### src/hw/rtl/alpha_aware_box_downsampler_assert.svh
// Assertion macros used by the downsampler RTL.
`ifndef ALPHA_AWARE_BOX_DOWNSAMPLER_ASSERT_SVH
`define ALPHA_AWARE_BOX_DOWNSAMPLER_ASSERT_SVH

// Same-cycle implication, checked on the rising clock edge outside reset.
`define AABD_ASSERT_NOW(name, clk, rst_n, ante, cons) \
  name: assert property (@(posedge clk) disable iff (!rst_n) (ante) |-> (cons)) \
    else $error("assertion failed");

// Next-cycle implication, checked on the rising clock edge outside reset.
`define AABD_ASSERT_NEXT(name, clk, rst_n, ante, cons) \
  name: assert property (@(posedge clk) disable iff (!rst_n) (ante) |=> (cons)) \
    else $error("assertion failed");

`endif

### src/hw/rtl/aabd_pkg.sv
// ---------------------------------------------------------------------------
// aabd_pkg
// Shared types and constants of the alpha aware box downsampler.
// ---------------------------------------------------------------------------
`timescale 1ns / 1ps

package aabd_pkg;

  localparam int unsigned MaxWidth  = 4096;
  localparam int unsigned IdxW      = $clog2(MaxWidth);
  localparam int unsigned QDepth    = 4;
  localparam int unsigned QPtrW     = $clog2(QDepth);
  localparam int unsigned QCntW     = $clog2(QDepth + 1);

  localparam logic [1:0] RegScale  = 2'd0;
  localparam logic [1:0] RegWidth  = 2'd1;
  localparam logic [1:0] RegHeight = 2'd2;

  // One classified source pixel on its way to the accumulator.
  typedef struct packed {
    logic            win_first;
    logic            win_last;
    logic            eor;
    logic            eof;
    logic [IdxW-1:0] idx;
    logic [7:0]      alpha;
    logic [15:0]     prod_r;
    logic [15:0]     prod_g;
    logic [15:0]     prod_b;
  } item_t;

  typedef struct packed {
    logic             full;
    logic             empty;
    logic [QCntW-1:0] count;
  } fifo_status_t;

endpackage

### src/hw/rtl/aabd_front.sv
// ---------------------------------------------------------------------------
// aabd_front
// Tracks the source position, classifies each pixel against its window and
// forms the color by alpha products.
// ---------------------------------------------------------------------------
`timescale 1ns / 1ps

module aabd_front (
  input  logic                clk_i,
  input  logic                rst_ni,
  input  logic [1:0]          scale_i,
  input  logic [12:0]         width_i,
  input  logic [12:0]         height_i,
  input  logic                accept_i,
  input  logic                first_of_frame_i,
  input  logic [7:0]          alpha_in_i,
  input  logic [7:0]          red_in_i,
  input  logic [7:0]          green_in_i,
  input  logic [7:0]          blue_in_i,
  output logic                push_o,
  output aabd_pkg::item_t     item_o
);

  logic [11:0] col_q, col_d;
  logic [12:0] row_q, row_d;
  logic [11:0] col;
  logic [12:0] row;
  logic [2:0]  f;
  logic [1:0]  m;
  logic [12:0] col_m;
  logic [12:0] row_m;
  logic [12:0] col_p1;
  logic [13:0] row_p1;
  logic        in_win;

  always_comb begin
    f      = 3'd1 << scale_i;
    m      = 2'(f - 3'd1);
    col    = (first_of_frame_i || {1'b0, col_q} >= width_i) ? 12'd0 : col_q;
    row    = (first_of_frame_i || row_q >= height_i) ? 13'd0 : row_q;
    col_m  = {1'b0, col} | {11'd0, m};
    row_m  = row | {11'd0, m};
    in_win = (col_m < width_i) && (row_m < height_i);
    col_p1 = {1'b0, col} + 13'd1;
    row_p1 = {1'b0, row} + 14'd1;

    item_o.win_first = (col[1:0] & m) == 2'd0 && (row[1:0] & m) == 2'd0;
    item_o.win_last  = (col[1:0] & m) == m && (row[1:0] & m) == m;
    item_o.eor       = ({1'b0, col_p1} + {11'd0, f}) > {1'b0, width_i};
    item_o.eof       = item_o.eor && ((row_p1 + {11'd0, f}) > {1'b0, height_i});
    item_o.idx       = col >> scale_i;
    item_o.alpha     = alpha_in_i;
    item_o.prod_r    = red_in_i * alpha_in_i;
    item_o.prod_g    = green_in_i * alpha_in_i;
    item_o.prod_b    = blue_in_i * alpha_in_i;
    push_o           = accept_i && in_win;

    if (col_p1 >= width_i) begin
      col_d = 12'd0;
      row_d = (row_p1 >= {1'b0, height_i}) ? 13'd0 : row_p1[12:0];
    end else begin
      col_d = col_p1[11:0];
      row_d = row;
    end
  end

  always_ff @(posedge clk_i or negedge rst_ni) begin
    if (!rst_ni) begin
      col_q <= '0;
      row_q <= '0;
    end else if (accept_i) begin
      col_q <= col_d;
      row_q <= row_d;
    end
  end

endmodule

### config.mk
export PLATFORM = sky130hd
export DESIGN_NAME = aabd_front
export DESIGN_NICKNAME = d
export VERILOG_FILES = /design/src/hw/rtl/alpha_aware_box_downsampler_assert.svh /design/src/hw/rtl/aabd_pkg.sv /design/src/hw/rtl/aabd_front.sv
export SDC_FILE = /design/constraint.sdc
export NUM_CORES = 1
export LEC_CHECK = 0
export BUFFER_PORTS_ARGS = -buffer_cell sky130_fd_sc_hd__buf_2
export CORE_ASPECT_RATIO = 0.8
export CORE_MARGIN = 1.5
export CORE_UTILIZATION = 60
export DETAILED_ROUTE_END_ITERATION = 16
export PLACE_DENSITY = 0.84
export SYNTH_ARGS = -nofsm -noshare
export SYNTH_HDL_FRONTEND = slang
export SYNTH_SLANG_ARGS = --single-unit
### constraint.sdc
create_clock -name clk_i -period 9.8 [get_ports clk_i]
set_input_delay 2.45 -clock clk_i [delete_from_list [all_inputs] [get_ports clk_i]]
set_output_delay 2.45 -clock clk_i [all_outputs]
set_load 0.02 [all_outputs]
### Yosys cells after proc, flatten, opt, wreduce, memory -nomap -nowiden

Cells that the tools add are included.
Widths: inputs -> output; s select.

| operators by class | value |
|---|---|
| bitwise logic cells | 4 |
| multiplexer cells | 5 |
| $lt $le $gt $ge | 8 |
| reduce and logical (&&, ||, !) cells | 9 |
| $mul | 3 |
| $add $sub $neg | 5 |
| equality and inequality tests | 2 |
| shift operators | 2 |

Operators with widths:

| kind | count |
|---|---|
| $mul 8x8->16 | 3 |
| $mux 13 | 3 |
| $gt 14x13->1 | 2 |
| $ge 13x13->1 | 2 |
| $mux 12 | 2 |
| $add 13x1->14 const B | 1 |
| $add 13x3->14 | 1 |
| $add 14x3->14 | 1 |
| $ge 14x13->1 | 1 |
| $add 12x1->13 const B | 1 |
| $ge 12x13->1 | 1 |
| $lt 12x13->1 | 1 |
| $lt 13x13->1 | 1 |
| $or 13x2->13 | 1 |
| $or 12x2->12 | 1 |
| $shr 12x2->12 | 1 |
| $logic_and 1x1->1 | 5 |
| $and 2x2->2 | 2 |
| $eq 2x2->1 | 2 |
| $logic_not 2->1 | 2 |
| $shl 1x2->3 const A | 1 |
| $logic_or 1x1->1 | 2 |
| $sub 2x1->2 const B | 1 |

| storage, ports and cells | value |
|---|---|
| output and inout port bits | 73 |
| bits in registers | 25 |
| input bits | 64 |
| word-level logic and storage cells | 40 |

### Logic depth before layout (Yosys ltp)

| logic depth | value |
|---|---|
| word-level depth | 7 |
| depth in mapped cells | 27 |
| depth with buffers taken out | 24 |

### Least setup slack after synthesis

Ideal clock, no wire load.

| timing path | value |
|---|---|
| path type | input to output |
| from | input port height_i[10] |
| to | output port item_o[68] in the netlist's numbering |
| arrival | 6.572 ns |
| data required time | 7.350 ns |
| cell stages on the path | 26 |
| buffers on the path | 3 |
| path slack | 0.778 ns |
| path through | inv_1 > ha_1 > a211o_1 > o211ai_1 > o211ai_1 > a21oi_1 > buf_2 > nand2_1 > inv_1 > ha_1 > buf_4 > and3_1 > buf_4 > and3_1 > xor2_2 > o21ai_2 > nor3_2 > nand3_1 > xnor2_1 > ha_1 > a21oi_1 > nor2b_1 > a2111oi_0 > o21ai_0 > a21oi_1 > a21boi_1 |

RTL lines:

| what | line | text |
|---|---|---|
| start, declared | aabd_front.sv:13 | `input logic [12:0] height_i,` |
| end, declared | aabd_front.sv:21 | `output aabd_pkg::item_t item_o` |

==> flow_metrics.tcl <==
set metrics [dict create \
    status "finished clean" \
    reg2reg_depth 18 \
    synth-simple-area-share_pct 21.3 \
    place_congestion 0.962 \
    fin_util_pct 67.0 \
    fin_nets 1888 \
    grt_usage_pct 29.4 \
    setup_viol 0 \
    r2r-start "row_q[10]" \
    dp_slack_ns 0.0790 \
    max_freq_mhz 105 \
    slowest_delay_ns 0.47 \
    finalWorstSetupSlack_ns 0.255 \
    h-tree-depth 1 \
    cp.depth 24 \
    startpoint "height_i[10]" \
    p_seq_share_pct 7.0 \
    num_vias 10200 \
    start_util_pct 62.1 \
    crit_arrival_ns 7.09 \
    crit_fanout 4 \
    power_frac_clock_pct 5.9 \
    clock_path_buffers 2 \
    numPortBuffers 136 \
    crit_type "in2out" \
    skew_ns 0.00176 \
    antenna_found_initial 1 \
    synth_compound_area_share_pct 13.6 \
    dr.pass1.iters 6 \
    synth_top_family_by_area "adder cells" \
    p_sw_share_pct 55.2 \
    end_kind "output port" \
    die_h_um 127 \
    finalPower_mw 1.68 \
    drive_gt1_share_pct 12.6 \
    synth_nets 1796 \
    wirelength_um 28600 \
    core_area_um2 18400 \
    crit_end "item_o[68]" \
    clk_pin_slew_ns 0.07 \
    initialDrtViolationCount 973 \
    final_antenna_net_count 0 \
    p_per_area_nw_per_um2 136 \
    relSlewSlack_pct 39.2 \
    rows 44 \
    layout_commonest_cell "ha_1" \
    dieArea_um2 19900 \
    drc 0 \
    overflow 0 \
    avgSynthCellArea_um2 8.15 \
    syn_inst 1405 \
    max_cap_violations 0 \
    muxShareOfSynthArea_pct 1.81 \
    path_buf_inv 5 \
    p_switching_mw 0.927 \
    fin_crit_sh_pct 97.4 \
    grt_pass1_wl_um 47900 \
    numCtsBuffers 3 \
    first_global_vias 10000 \
    post-route-min-period_ns 9.54 \
    synth_cell_types 71 \
    io_pins 137 \
    root_buffer "clkbuf_16" \
    start_kind "primary input" \
    syn_to_final_growth_pct 7.98 \
    clock_latency_ns 0.26 \
    crit_required_ns 7.35 \
    slew_viol_final 0 \
    die_w_um 157 \
    synth_top_flop_cell "dfrtp_1" \
    comb_power_share_pct 87.2 \
    grt_max_degree 31 \
    ys_async_sr_fraction_pct 100 \
    vias_per_cell 5.85 \
    synth_xor_area_share_pct 5.72 \
    cts_tree "yes" \
    crit_slowest_cell "fa_1" \
    path_cells "buf_2 > inv_1 > ha_1 > a211o_1 > o211ai_1 > o211ai_1 > a21oi_2 > and2_2 > ha_4 > inv_1 > fa_1 > inv_1 > a21oi_1 > or2_2 > nor2_1 > and4b_1 > xor2_1 > ha_1 > nor2b_1 > a2111oi_1 > o21ai_0 > a21oi_1 > a21boi_1 > buf_2" \
    r2r_end "row_q[9]" \
    p_leak_nw 6.69 \
    synth-seq-cells 25 \
    reg2reg_slack_ns 4.30 \
    synth_edf_count 0 \
    tightest_slew_ns 0.910 \
    ys.warnings.count 0 \
    stdcell_area_um2 12400 \
    final_cell_mix "216 x ha_1, 197 x inv_1, 149 x nand2_1" \
    seq_area_frac_synth_pct 5.46 \
    placed_area_um2 12200 \
    synthAdderAreaFrac_pct 42.9 \
    whs_path_depth 2 \
    clock-sinks 25 \
    hpwl_um 23600 \
    crit_family "compound AO/OA/AOI/OAI gates" \
    path_common_cell "inv_1" \
    hold_violations 0 \
    intPower_mw 0.751 \
    synth_area_um2 11500 \
    hold_path_class "reg2reg" \
    vdd_drop_max_v 0.000185 \
    post_drt_wl_per_cell_um 16.3 \
]
kinds of logic (layout without fill, tap and decap cells):
| kind of cell | count (synthesis) | in the layout |
|---|---|---|
| simple gates | 482 | 482 |
| fa+ha+maj | 327 | 327 |
| buf+inv | 260 | 351 |
| compound gates | 225 | 225 |
| xor+xnor | 74 | 74 |
| flops | 25 | 25 |
| mux | 12 | 12 |
| other cells | 0 | 1 |
worst reg2reg max path: cells and delay by family, from the launching register on:
kind	cells	cell delay, ns
fa+ha+maj	3	0.83
xor+xnor	1	0.19
flops	1	0.52
compound gates	8	2.39
buf+inv	1	0.17
simple gates	5	1.30
area by class of cell:
class,instances,area [um^2]
well taps,253,317
flip-flops and latches,25,626
multi-input cells,1120,9820
repair buffers,149,778
clock buffers,3,75.1
clock inverters,1,7.51
fillers,1478,6080
diodes,1,2.50
inverters,198,743
per-layer routing:
metal	track usage (%)	share of wire, %
met1	42.5	45
met2	47.1	44
met3	3.48	8.4
met4	6.49	2.2
met5	0	0
flip-flops by register name, indices dropped and copies added (netlist names):
| register | flops |
|---|---|
| row_q | 13 |
| col_q | 12 |
cell usage after synthesis (all sizes together) (25+ instances only):
| cell type | n | area [um^2] |
|---|---|---|
| ha | 217 | 2720 |
| o21ai | 34 | 174 |
| nand2 | 150 | 566 |
| xor2 | 25 | 226 |
| inv | 198 | 743 |
| and2 | 125 | 782 |
| fa | 110 | 2200 |
| buf | 28 | 174 |
| dfrtp | 25 | 626 |
| nor2 | 86 | 323 |
| clkbuf | 34 | 128 |
| a21oi | 57 | 289 |
| xnor2 | 49 | 429 |
repair_timing:
| action | CTS | global route |
|---|---|---|
| buffers inserted | 0 | 1 |
| resized for setup | 0 | 9 |
| hold buffers | 0 | 0 |
| endpoints found under the setup margin | 0 | 1 |
power groups by stage:
| stage | registers, mW | logic, mW | clock network (mW) |
|---|---|---|---|
| floorplan | 0.111 | 1.08 | 0 |
| global placement | 0.118 | 1.42 | 0 |
| detailed placement | 0.118 | 1.46 | 0 |
| CTS | 0.116 | 1.47 | 0.0961 |
| global route | 0.117 | 1.64 | 0.102 |
| finish | 0.117 | 1.46 | 0.0985 |
how the worst min path moves through the flow:
stage | from | endpoint | slack, ns
3_5_place_dp | row_q[9] | row_q[9] | 0.60
4_1_cts | row_q[9] | row_q[9] | 0.62
2_1_floorplan | row_q[9] | row_q[9] | 0.53
5_1_grt | row_q[9] | row_q[9] | 0.67
3_3_place_gp | row_q[9] | row_q[9] | 0.59
6_report | row_q[9] | row_q[9] | 0.64
through the flow:
| step | setup TNS, ns | std cells | hold slack [ns] |
|---|---|---|---|
| 2_1_floorplan | 0 | 1405 | 0.525 |
| 3_3_place_gp | 0 | 1744 | 0.593 |
| 3_5_place_dp | 0 | 1744 | 0.598 |
| 4_1_cts | 0 | 1748 | 0.624 |
| 5_1_grt | -0.00577 | 1750 | 0.665 |
| 6_report | 0 | 1750 | 0.640 |
No activity file was read; power rests on OpenSTA's default activity.
