### config.mk
export PLATFORM = sky130hd
export DESIGN_NAME = aabd_fifo
export DESIGN_NICKNAME = d
export VERILOG_FILES = /design/src/hw/rtl/alpha_aware_box_downsampler_assert.svh /design/src/hw/rtl/aabd_pkg.sv /design/src/hw/rtl/aabd_fifo.sv
export SDC_FILE = /design/constraint.sdc
export NUM_CORES = 1
export LEC_CHECK = 0
export BUFFER_PORTS_ARGS = -buffer_cell sky130_fd_sc_hd__buf_2
export CORE_ASPECT_RATIO = 2
export CORE_MARGIN = 10
export CORE_UTILIZATION = 45
export CTS_BUF_LIST = sky130_fd_sc_hd__clkbuf_8
export CTS_CLUSTER_DIAMETER = 50
export DETAILED_ROUTE_END_ITERATION = 7
export GPL_TIMING_DRIVEN = 1
export PLACE_DENSITY = 0.69
export SYNTH_ARGS = -nofsm -noshare
export SYNTH_HDL_FRONTEND = slang
export SYNTH_SLANG_ARGS = --single-unit
### constraint.sdc
create_clock -name clk_i -period 9 [get_ports clk_i]
set_input_delay 1.8 -clock clk_i [delete_from_list [all_inputs] [get_ports clk_i]]
set_output_delay 1.8 -clock clk_i [all_outputs]
set_load 0.01 [all_outputs]
### src/hw/rtl/alpha_aware_box_downsampler_assert.svh
// Assertion macros used by the downsampler RTL.
`ifndef ALPHA_AWARE_BOX_DOWNSAMPLER_ASSERT_SVH
`define ALPHA_AWARE_BOX_DOWNSAMPLER_ASSERT_SVH

// Same-cycle implication, checked on the rising clock edge outside reset.
`define AABD_ASSERT_NOW(name, clk, rst_n, ante, cons) \
  name: assert property (@(posedge clk) disable iff (!rst_n) (ante) |-> (cons)) \
    else $error("assertion failed");

// Next-cycle implication, checked on the rising clock edge outside reset.
`define AABD_ASSERT_NEXT(name, clk, rst_n, ante, cons) \
  name: assert property (@(posedge clk) disable iff (!rst_n) (ante) |=> (cons)) \
    else $error("assertion failed");

`endif

### src/hw/rtl/aabd_pkg.sv
// ---------------------------------------------------------------------------
// aabd_pkg
// Shared types and constants of the alpha aware box downsampler.
// ---------------------------------------------------------------------------
`timescale 1ns / 1ps

package aabd_pkg;

  localparam int unsigned MaxWidth  = 4096;
  localparam int unsigned IdxW      = $clog2(MaxWidth);
  localparam int unsigned QDepth    = 4;
  localparam int unsigned QPtrW     = $clog2(QDepth);
  localparam int unsigned QCntW     = $clog2(QDepth + 1);

  localparam logic [1:0] RegScale  = 2'd0;
  localparam logic [1:0] RegWidth  = 2'd1;
  localparam logic [1:0] RegHeight = 2'd2;

  // One classified source pixel on its way to the accumulator.
  typedef struct packed {
    logic            win_first;
    logic            win_last;
    logic            eor;
    logic            eof;
    logic [IdxW-1:0] idx;
    logic [7:0]      alpha;
    logic [15:0]     prod_r;
    logic [15:0]     prod_g;
    logic [15:0]     prod_b;
  } item_t;

  typedef struct packed {
    logic             full;
    logic             empty;
    logic [QCntW-1:0] count;
  } fifo_status_t;

endpackage

### src/hw/rtl/aabd_fifo.sv
// ---------------------------------------------------------------------------
// aabd_fifo
// Short queue of classified pixels between the front and the back.
// ---------------------------------------------------------------------------
`timescale 1ns / 1ps

module aabd_fifo (
  input  logic                   clk_i,
  input  logic                   rst_ni,
  input  logic                   push_i,
  input  aabd_pkg::item_t        item_i,
  input  logic                   pop_i,
  output aabd_pkg::item_t        item_o,
  output aabd_pkg::fifo_status_t status_o
);

  aabd_pkg::item_t                mem_q [aabd_pkg::QDepth];
  logic [aabd_pkg::QPtrW-1:0]     wr_q, rd_q;
  logic [aabd_pkg::QCntW-1:0]     cnt_q;
  logic                           do_push, do_pop;

  assign status_o.count = cnt_q;
  assign status_o.full  = cnt_q == aabd_pkg::QCntW'(aabd_pkg::QDepth);
  assign status_o.empty = cnt_q == '0;
  assign do_push        = push_i && !status_o.full;
  assign do_pop         = pop_i && !status_o.empty;
  assign item_o         = mem_q[rd_q];

  always_ff @(posedge clk_i) begin
    if (do_push) begin
      mem_q[wr_q] <= item_i;
    end
  end

  always_ff @(posedge clk_i or negedge rst_ni) begin
    if (!rst_ni) begin
      wr_q  <= '0;
      rd_q  <= '0;
      cnt_q <= '0;
    end else begin
      if (do_push) begin
        wr_q <= wr_q + 1'b1;
      end
      if (do_pop) begin
        rd_q <= rd_q + 1'b1;
      end
      cnt_q <= cnt_q + aabd_pkg::QCntW'(do_push) - aabd_pkg::QCntW'(do_pop);
    end
  end

endmodule

Yosys cells after proc, flatten, opt, wreduce, memory -nomap -nowiden
Memories as Yosys holds them, arrays and structs flattened.
Index checks and enable logic that the tools add are counted.
{"block": "totals", "wordCells": 16, "output_inout_bits": 77, "input_bits": 76, "mem_bits_ro": 0, "latchBits": 0, "n_memories": 1, "mem_bits_rw": 288, "ff_bits": 7}
{"block": "classes", "div": 0, "n_mul": 0, "bitwise_logic": 0, "add_sub_neg": 4, "reduce_logical": 5, "n_eq_ne": 1, "n_lt_le_gt_ge": 0, "muxes": 2, "shift": 0}
{"memory": "mem_q", "depth": 4, "width": 72, "read_ports": 1, "rd_clocked_by_memory_dff": 0, "wr": 1, "line": "aabd_fifo.sv:17", "rtl": "aabd_pkg::item_t mem_q [aabd_pkg::QDepth];"}
{"operator": "adder 2 x 1 -> 2 bit (second input constant)", "count": 2}
{"operator": "adder 3 x 1 -> 3 bit", "count": 1}
{"operator": "equality test 3 bit (second input constant)", "count": 1}
{"operator": "logical NOT 3 bit", "count": 1}
{"operator": "subtractor 3 x 1 -> 3 bit", "count": 1}
{"operator": "logical AND 1 bit", "count": 2}
{"operator": "logical NOT 1 bit", "count": 2}
{"operator": "2-to-1 mux 1 bit", "count": 2}

Longest topological paths before layout
Gate-level depths: netlist of the first run.
{"block": "depth", "word_depth": 5, "ltp_mapped": 8, "depth_no_buf": 8}

Worst setup path before layout of the first run
Ideal clock, no wire load.
{"block": "synth_path", "kind": "input to register", "start": "input port push_i", "end": "memory mem_q[0][0] (netlist bit) (enable)", "n_path_buf": 0, "stages": 1, "t_arrival_ps": 3546, "t_required_ps": 8561, "setup_time_ps": 439, "path_slack_ps": 5016, "cell_sequence": "and3b_1"}
{"block": "synth_via", "elab_chain_len": 3}
{"item": "from (decl)", "line": "aabd_fifo.sv:10", "rtl": "input logic push_i,"}
{"item": "logical AND 1 bit", "line": "aabd_fifo.sv:25", "rtl": "assign do_push = push_i && !status_o.full;"}
{"item": "2-to-1 mux 1 bit", "line": "aabd_fifo.sv:30", "rtl": "if (do_push) begin"}
{"item": "2-to-1 mux 1 bit (not written as such)", "line": "aabd_fifo.sv:31", "rtl": "mem_q[wr_q] <= item_i;"}
{"item": "to (decl)", "line": "aabd_fifo.sv:17"}
Every way passes these cells.

==> results.md, run 1 <==
- Status: finished clean
- Reg-to-reg endpoint: mem_q[3][60]
- Req. time, crit path: 7200 ps
- Worst Slack Setup Final: 4200 ps
- Fill count: 1870
- DP Wirelength: 13.6 mm
- Slowest cell on crit path: dfrtp_4
- GPL Wtd Cong: 0.699
- Yosys warning count: 0
- PD cells: 318 mW/mm2
- Initial antenna violation count: 6
- Initial DRC Count: 279
- Total GRT Usage: 14.2%
- Vias per Instance: 5.31
- Drt wl/cell: 23.5 um
- CTS tree: done
- Slew Limit Fails: 0
- Clk pin slew, worst setup/hold paths: 60 ps
- Number of remaining DRC errors: 0
- Hold Path End: wr_q[1]
- Startpoint Class: flop
- Core region area: 0.0238 mm2
- Via count: 4888
- # rows: 80
- Clk root buf: clkbuf_8
- Largest net degree at the start of global routing: 74
- Flops & latches, synth: 295
- Max frequency: 208 MHz
- Crit path time final: 4800 ps
- Hold Crit Depth: 2
- Period utilization: 53.4%
- Io pins: 153
- Worst EP arrival: 3000 ps
- Reg2Reg Setup Slack: 6500 ps
- Final instance area: 0.0126 mm2
- Vias in the first global route: 5555
- CTS max path bufs: 3
- VDD IR max: 0.000223 V
- Worst-case clock skew: 14.7 ps
- Share of layout cells above drive strength 1: 44.4%
- Post-CTS Repair Setup Buffers: 0
- Mapped Cells: 417
- Critical path class: reg -> out
- Total wire length: 21.6 mm
- Critical Path End Type: output port
- Synth Area per Inst: 26.0 um2
- Reg2Reg Launch Point: cnt_q[2]
- Initial Util: 45.6%
- Relative slew slack: 25.5%
- RSZ-0062 raised after global routing: no
- Sequential area share after synthesis: 81.3%
- Area of the die: 0.0311 mm2
- Placed Cells incl. Taps: 845
- Placed cell area: 0.0119 mm2
- Clock sink total: 295
- Area Growth Syn to Fin: 16.2%
- Die H: 240 um
- First-pass iteration count of the detailed router: 4
- Syn Std Cell Area: 0.0109 mm2
- Final Power: 0.00402 W
- Die X: 130 um
- CTS H-tree lvls: 2
- Congestion Overflow GR: 0
- Crit Path Max Fanout: 43
- P_leak: 4.35 nW
- Remaining antenna violation count: 0
- Port Buffers: 152
- Place WS: 4610 ps
- Setup violations, final: 0
- Post-route insts no fill: 920
- Synth cell types: 19
- TritonCTS Buffers: 40
- Hold path start: wr_q[1]
- Setup tns final: 0 ps
- Hold buffers post-CTS: 0
- Net count after synthesis: 500
- Class of the worst hold path: reg -> reg
- CP Cell Sequence: buf_4 -> mux4_2 -> buf_2
- Reg2reg path depth: 3
- Worst-Margin Slew: 1120 ps
- Clock Latency Late Sink: 530 ps
- Critical Path Max Stage Delay: 1000 ps
- First-pass GRT wire length: 32.8 mm
- Final Hold Vio Count: 0
- Layout Nets: 683
- Resize count post-CTS: 0
- Max-cap violations: 0
placed cells by master (no fill, tap or decap), types with 3 or more instances in the layout:
| cell type | Yosys | layout |
|---|---|---|
| edfxtp_1 | 288 | 288 |
| buf_2 | 8 | 152 |
| mux4_2 | 72 | 72 |
| clkbuf_8 | 0 | 43 |
| inv_1 | 6 | 21 |
| clkinv_1 | 0 | 13 |
| ha_1 | 6 | 6 |
| dfrtp_1 | 7 | 5 |
| buf_4 | 1 | 5 |
| nand2b_1 | 4 | 4 |
| xnor2_1 | 4 | 4 |
| and3b_4 | 0 | 4 |
| diode_2 | 0 | 3 |
worst max path at each step:
stage | slack [ps] | cells after the start | start | end
floorplan | 5020 | 1 | push_i | mem_q[0][0]
global placement | 4640 | 3 | rd_q[0] | item_o[49]
detailed placement | 4610 | 3 | rd_q[0] | item_o[49]
CTS | 4020 | 3 | rd_q[0] | item_o[49]
global route | 3880 | 3 | rd_q[0] | item_o[61]
finish | 4200 | 3 | rd_q[0] | item_o[49]
layer usage:
| metal | vias up | part of all wire [%] | global-route usage (%) |
|---|---|---|---|
| met3 | 42 | 5.4 | 3.76 |
| li1 | 2167 | - | - |
| met2 | 149 | 57 | 25.6 |
| met5 | - | 0.13 | 0 |
| met1 | 2524 | 35 | 14.8 |
| met4 | 6 | 3.1 | 6.58 |
state kept, by name, summed over array words and instances, names as in the netlist:
signal,flops
cnt_q,3
mem_q,288
rd_q,2
wr_q,2
worst max-delay path: cells and delay by family (launching register included):
family / cells / cell delay (ps)
buf+inv: 2 / 810
flops: 1 / 1000
mux: 1 / 620
cell usage after synthesis:
| library cell | count | area, um2 |
|---|---|---|
| dfrtp_1 | 7 | 175 |
| and3b_1 | 4 | 35.0 |
| buf_6 | 7 | 78.8 |
| xnor2_1 | 4 | 35.0 |
| edfxtp_1 | 288 | 8650 |
| buf_4 | 1 | 7.51 |
| nand4bb_1 | 2 | 22.5 |
| fa_1 | 1 | 20.0 |
| o211ai_1 | 2 | 15.0 |
| ha_1 | 6 | 75.1 |
| o311ai_0 | 1 | 8.76 |
| nand2_1 | 1 | 3.75 |
| buf_2 | 8 | 40.0 |
| inv_1 | 6 | 22.5 |
| o31ai_1 | 1 | 7.51 |
| nand2b_1 | 4 | 25.0 |
| nor3_1 | 1 | 5.00 |
| nor3b_2 | 1 | 12.5 |
| mux4_2 | 72 | 1620 |
per-stage QoR:
stage / utilization, % / hold slack [ps]
2_1_floorplan: - / 543
3_3_place_gp: 50.0 / 570
3_5_place_dp: 50.0 / 626
4_1_cts: 53.0 / 635
5_1_grt: 53.0 / 667
6_report: 53.0 / 639
final cells by class:
class / count / area, um2 / area share (%)
clock inverters: 29 / 110 / 0.872
flip-flops and latches: 295 / 8830 / 70.0
multi-input cells: 100 / 1900 / 15.1
diodes: 3 / 7.51 / 0.0595
well taps: 287 / 359 / 2.84
inverters: 6 / 22.5 / 0.178
repair buffers: 157 / 798 / 6.32
clock buffers: 43 / 592 / 4.69
kinds of logic (layout without fill, tap and decap cells):
| kind of cell | Yosys count | after routing | share of synthesized area (%) |
|---|---|---|---|
| fa+ha+maj | 7 | 7 | 0.876 |
| xor+xnor | 4 | 4 | 0.323 |
| other cells | 0 | 3 | 0 |
| flops | 295 | 295 | 81.3 |
| compound gates | 4 | 4 | 0.288 |
| mux | 72 | 72 | 14.9 |
| buf+inv | 22 | 235 | 1.37 |
| simple gates | 13 | 13 | 0.956 |
power breakdown:
part | internal, W | switching (W) | total, W
combinational | 0.000553 | 0.000558 | 0.00111
clock | 0.000439 | 0.000455 | 0.000894
sequential | 0.00181 | 0.000202 | 0.00201
total | 0.00280 | 0.00121 | 0.00402
Note: power is estimated with default switching activity, not from simulation.
==> run 2, diff against run 1 <==
--- a/config.mk
+++ b/config.mk
@@ -13,7 +13,7 @@
 export CTS_CLUSTER_DIAMETER = 50
 export DETAILED_ROUTE_END_ITERATION = 7
 export GPL_TIMING_DRIVEN = 1
-export PLACE_DENSITY = 0.69
+export PLACE_DENSITY = 0.72
 export SYNTH_ARGS = -nofsm -noshare
 export SYNTH_HDL_FRONTEND = slang
 export SYNTH_SLANG_ARGS = --single-unit
==> constraint.sdc (replaced) <==
create_clock -name clk_i -period 4.35 [get_ports clk_i]
set_input_delay 0.87 -clock clk_i [delete_from_list [all_inputs] [get_ports clk_i]]
set_output_delay 0.87 -clock clk_i [all_outputs]
set_load 0.01 [all_outputs]
==> results.md, run 2 (synthesis gave the netlist of run 1 again) <==
- Status: finished clean
- Top Registers: mem_q x288, cnt_q x3
- Class of the worst hold path: in -> async
- PD cells: 676 mW/mm2 (+110%)
- CTS H-tree lvls: 2 (unchanged)
- Clk root buf: clkbuf_8
- Total wire length: 22.3 mm (+3.2%)
- DP Wirelength: 15.1 mm (+10%)
- Share of layout cells above drive strength 1: 46.2% (+1.8 points)
- Die X: 130 um (unchanged)
- Largest net degree at the start of global routing: 74 (unchanged)
- Worst EP arrival: 2570 ps (-430 ps)
- VDD IR max: 0.000556 V (+150%)
- Crit Path Max Fanout: 34 (-21%)
- Number of remaining DRC errors: 0 (unchanged)
- Setup tns final: 0 ps (unchanged)
- Reg2Reg Launch Point: cnt_q[2]
- Post-CTS Repair Setup Buffers: 0 (unchanged)
- First-pass iteration count of the detailed router: 4 (unchanged)
- TritonCTS Buffers: 39 (-2.5%)
- CTS max path bufs: 3 (unchanged)
- Critical Path End Type: output port
- Top Metal Used: met5
- Via count: 4968 (+1.6%)
- P_leak: 4.44 nW (+2.0%)
- Req. time, crit path: 3480 ps (-3720 ps)
- Setup violations, final: 0 (unchanged)
- Wire length on met1: 7.31 mm (-2.2%)
- Drt wl/cell: 24.0 um (+2.2%)
- Core region area: 0.0238 mm2 (unchanged)
- Vias per Instance: 5.35 (+0.65%)
- Initial Util: 45.6% (unchanged)
- Slew Limit Fails: 0 (unchanged)
- Die H: 240 um (unchanged)
- Vias in the first global route: 5545 (-0.18%)
- Relative slew slack: 28.7% (+3.2 points)
- Initial DRC Count: 260 (-6.8%)
- Reg2reg path depth: 3 (unchanged)
- Area Growth Syn to Fin: 18.0%
- Worst-Margin Slew: 1070 ps (-47.6 ps)
- Startpoint Class: flop
- Io pins: 153 (unchanged)
- Clock sink total: 295 (unchanged)
- CTS tree: done
- RSZ-0062 raised after global routing: no
- Final Power: 0.00867 W (+120%)
- Resize count post-CTS: 0 (unchanged)
- WL met2: 12.8 mm (+4.1%)
- Place WS: 1390 ps (-3230 ps)
- Hold buffers post-CTS: 0 (unchanged)
- Layout Nets: 687 (+0.59%)
- GPL Wtd Cong: 0.811 (+16%)
- Reg2Reg Setup Slack: 1970 ps (-4530 ps)
- Area of the die: 0.0311 mm2 (unchanged)
- Remaining antenna violation count: 0 (unchanged)
- Worst Slack Setup Final: 908 ps (-3290 ps)
- Period utilization: 79.1%
- Max-cap violations: 0 (unchanged)
- Largest reg by FF count: mem_q
- Max frequency: 291 MHz
- DR WL met3: 993 um (-15%)
- First-pass GRT wire length: 33.0 mm (+0.50%)
- Crit path time final: 3440 ps
- Total GRT Usage: 14.3% (+0.13 points)
- Critical path class: reg -> out
- Initial antenna violation count: 9 (+3)
- Reg-to-reg endpoint: mem_q[2][28]
- Most frequent cells in the layout: 288 x edfxtp_1, 152 x buf_2, 72 x mux4_2
- Worst-case clock skew: 12.6 ps (-2.01 ps)
- Port Buffers: 152 (unchanged)
- Clk pin slew, worst setup/hold paths: 70 ps (about the same)
- Clock Latency Late Sink: 520 ps (about the same)
- Congestion Overflow GR: 0 (unchanged)
- Commonest non-fill, non-tap cell in the layout: edfxtp_1
- # rows: 80 (unchanged)
- Final Hold Vio Count: 0 (unchanged)
- Final core utilization: 53.8% (+0.81 points)
- Max reg flops: 288 (unchanged)
## run 2: changes by cell type in the layout (fill, tap and decap cells not counted), sizes merged
cell,previous run,this run
inv,21,18
diode,3,8
clkinv,14,11
bufinv,0,5
buf,157,162
## run 2: layout make-up
type	instances	area [um2]
Multi-Input combinational cell	100	1900
Tap cell	287	359
Fill cell	1854	11000
Timing Repair Buffer	162	848
Antenna cell	8	20.0
Sequential cell	295	8830
Clock buffer	43	592
Clock inverter	28	241
Inverter	6	22.5
## run 2: how the worst max path moves through the flow
stage | from | end | cells after the start
floorplan | push_i | mem_q[0][0] | 1
global placement | rd_q[0] | item_o[4] | 3
detailed placement | rd_q[0] | item_o[4] | 3
CTS | rd_q[0] | item_o[4] | 3
global route | rd_q[0] | item_o[4] | 3
finish | rd_q[0] | item_o[4] | 3
## run 2: where the power goes
group | total, W | switching [W] | internal [W] | leakage [nW]
logic | 0.00235 | 0.00118 | 0.00118 | 1.25
registers | 0.00416 | 0.000408 | 0.00375 | 2.72
clock network | 0.00216 | 0.000949 | 0.00121 | 0.470
total | 0.00867 | 0.00253 | 0.00614 | 4.44
## run 2: per-stage QoR
step / hold WS, ps / instances / cell area [um2]
final: 171 / 929 / 12800
after global routing: 141 / 928 / 12800
after floorplan: 543 / 417 / 10900
after detailed placement: 612 / 850 / 12000
after CTS: 140 / 921 / 12800
after global placement: 574 / 850 / 12000
## run 2: worst max-delay path, stage by stage (launching register included)
cell and delay (ps):
dfrtp_4 890, buf_4 420, mux4_2 560, buf_2 170
## run 2: per-layer routing
metal | vias to the layer above | global-route usage (%)
li1 | 2174 | -
met1 | 2577 | 14.1
met2 | 152 | 25.7
met3 | 63 | 3.10
met4 | 2 | 9.79
met5 | - | 0
==> run 3, diff against run 2 <==
--- a/config.mk
+++ b/config.mk
@@ -13,7 +13,7 @@
 export CTS_CLUSTER_DIAMETER = 50
 export DETAILED_ROUTE_END_ITERATION = 7
 export GPL_TIMING_DRIVEN = 1
-export PLACE_DENSITY = 0.72
+export PLACE_DENSITY = 0.69
 export SYNTH_ARGS = -nofsm -noshare
 export SYNTH_HDL_FRONTEND = slang
 export SYNTH_SLANG_ARGS = --single-unit
==> constraint.sdc (replaced) <==
create_clock -name clk_i -period 3.3 [get_ports clk_i]
set_input_delay 0.66 -clock clk_i [delete_from_list [all_inputs] [get_ports clk_i]]
set_output_delay 0.66 -clock clk_i [all_outputs]
set_load 0.01 [all_outputs]
==> results.md, run 3 (synthesis gave the netlist of run 1 again) <==
- Critical Path End Type: output port
- Drt wl/cell: 23.7 um (-1.2%)
- Startpoint Class: flop
- Vias per Instance: 5.43 (+1.5%)
- RSZ-0062 raised after global routing: no
- Worst EP arrival: 2260 ps (-310 ps)
- CTS max path bufs: 3 (unchanged)
- VDD IR max: 0.000789 V (+42%)
- Critical Path Max Stage Delay: 880 ps (about the same)
- Slew Limit Fails: 0 (unchanged)
- GPL Wtd Cong: 0.719 (-11%)
- TritonCTS Buffers: 40 (+2.6%)
- Share of layout cells above drive strength 1: 45.7% (-0.47 points)
- Area Growth Syn to Fin: 17.8%
- Fill count: 1873 (+1.0%)
- Status: finished clean
- Clock sink total: 295 (unchanged)
- Largest net degree at the start of global routing: 44 (-41%)
- Total GRT Usage: 14.3% (-0.031 points)
- First-pass iteration count of the detailed router: 4 (unchanged)
- # rows: 80 (unchanged)
- Vias in the first global route: 5729 (+3.3%)
- Top delay family on crit path: flip-flops
- Number of remaining DRC errors: 0 (unchanged)
- Hold slack: 333 ps (+163 ps)
- CP Cell Sequence: buf_12 -> mux4_2 -> buf_2
- Via count: 5023 (+1.1%)
- Top Registers: mem_q x288, cnt_q x3
- Final Hold Vio Count: 0 (unchanged)
- Layout Nets: 688 (+0.15%)
- Max-cap violations: 0 (unchanged)
- Post-CTS Repair Setup Buffers: 0 (unchanged)
- PD cells: 879 mW/mm2 (+30%)
- Slowest cell on crit path: dfrtp_4
- Req. time, crit path: 2640 ps (-840 ps)
- Congestion Overflow GR: 0 (unchanged)
- Largest reg by FF count: mem_q
- CTS tree: done
- Core region area: 0.0238 mm2 (unchanged)
- Port Buffers: 152 (unchanged)
- Max frequency: 342 MHz
- Crit path time final: 2920 ps
- Class of the worst hold path: in -> reg
- Area of the die: 0.0311 mm2 (unchanged)
- Worst path bufs/invs: 2 (unchanged)
- Initial antenna violation count: 7 (-2)
- Resize count post-CTS: 0 (unchanged)
- Clk pin slew, worst setup/hold paths: 60 ps (about the same)
- Crit Path Max Fanout: 43 (+26%)
- Setup violations, final: 0 (unchanged)
- Setup tns final: 0 ps (unchanged)
- Io pins: 153 (unchanged)
- Initial Util: 45.6% (unchanged)
- Placed cell area: 0.0120 mm2 (+0.57%)
- Clk root buf: clkbuf_8
- Total wire length: 21.9 mm (-1.6%)
- Die X: 130 um (unchanged)
- First-pass GRT wire length: 33.2 mm (+0.50%)
- Clock Latency Late Sink: 540 ps (+20 ps)
- P_leak: 4.40 nW (-0.84%)
- Remaining antenna violation count: 0 (unchanged)
- Worst-case clock skew: 7.92 ps (-4.73 ps)
- CTS H-tree lvls: 2 (unchanged)
- DP Wirelength: 14.1 mm (-6.5%)
- Final instance area: 0.0128 mm2 (-0.18%)
- Relative slew slack: 54.5% (+26 points)
- Initial DRC Count: 263 (+1.2%)
- Max reg flops: 288 (unchanged)
- Die H: 240 um (unchanged)
- Period utilization: 88.5%
- Reg2Reg Setup Slack: 970 ps (-1000 ps)
- Most frequent cells in the layout: 288 x edfxtp_1, 152 x buf_2, 72 x mux4_2
- Commonest non-fill, non-tap cell in the layout: edfxtp_1
- Critical path class: reg -> out
- Worst-Margin Slew: 682 ps (-388 ps)
## run 3: timing repair
item	in CTS	in global routing
hold buffers	1	0
hold endpoints to repair	7	0
endpoints found under the setup margin	0	0
## run 3: layer usage
layer | track usage (%) | share of wire [%] | up-vias
met3 | 3.70 | 6.5 | 52
met5 | 0 | 0.18 | -
met1 | 14.4 | 34 | 2619
met2 | 26.3 | 57 | 164
li1 | - | - | 2182
met4 | 6.47 | 2.8 | 6
## run 3: path summary, 6_finish.rpt
| path | startpoint | to | cells after the start |
|---|---|---|---|
| setup / recovery | rd_q[1] | item_o[42] | 3 |
| hold / removal | item_i[8] | mem_q[3][8] | 1 |
| setup reg to reg | cnt_q[2] | cnt_q[2] | 8 |
| hold reg to reg | wr_q[1] | wr_q[1] | 2 |
| max in group asynchronous | rst_ni | rd_q[1] | 2 |
| min in group asynchronous | rst_ni | rd_q[0] | 2 |
## run 3: power breakdown
| group | switching (W) | internal (W) |
|---|---|---|
| combinational | 0.00179 | 0.00161 |
| sequential | 0.000326 | 0.00494 |
| clock | 0.00127 | 0.00132 |
## run 3: final cells by class
type / count / area [um2] / share of cell area (%)
Clock inverter: 30 / 179 / 1.40
Timing Repair Buffer: 162 / 926 / 7.24
Multi-Input combinational cell: 100 / 1900 / 14.9
Antenna cell: 4 / 10.0 / 0.0782
Inverter: 6 / 22.5 / 0.176
Tap cell: 287 / 359 / 2.81
Sequential cell: 295 / 8830 / 69.0
Clock buffer: 41 / 564 / 4.41
## run 3: worst register-to-register path, cell delays in order (launching register included)
cell      delay, ps
dfrtp_1         510
nor3b_2         450
nand2b_1        180
ha_1            140
inv_1            40
ha_1            180
fa_1            410
xnor2_1         200
xnor2_1         140
## run 3: per-stage QoR
step	setup WS [ps]	std cells	utilization (%)	total power, W
2_1_floorplan	353	417	-	0.00747
3_3_place_gp	927	849	50.5	0.00876
3_5_place_dp	913	849	50.5	0.00889
4_1_cts	313	921	53.7	0.0115
5_1_grt	275	924	53.7	0.0118
6_report	380	925	53.7	0.0112
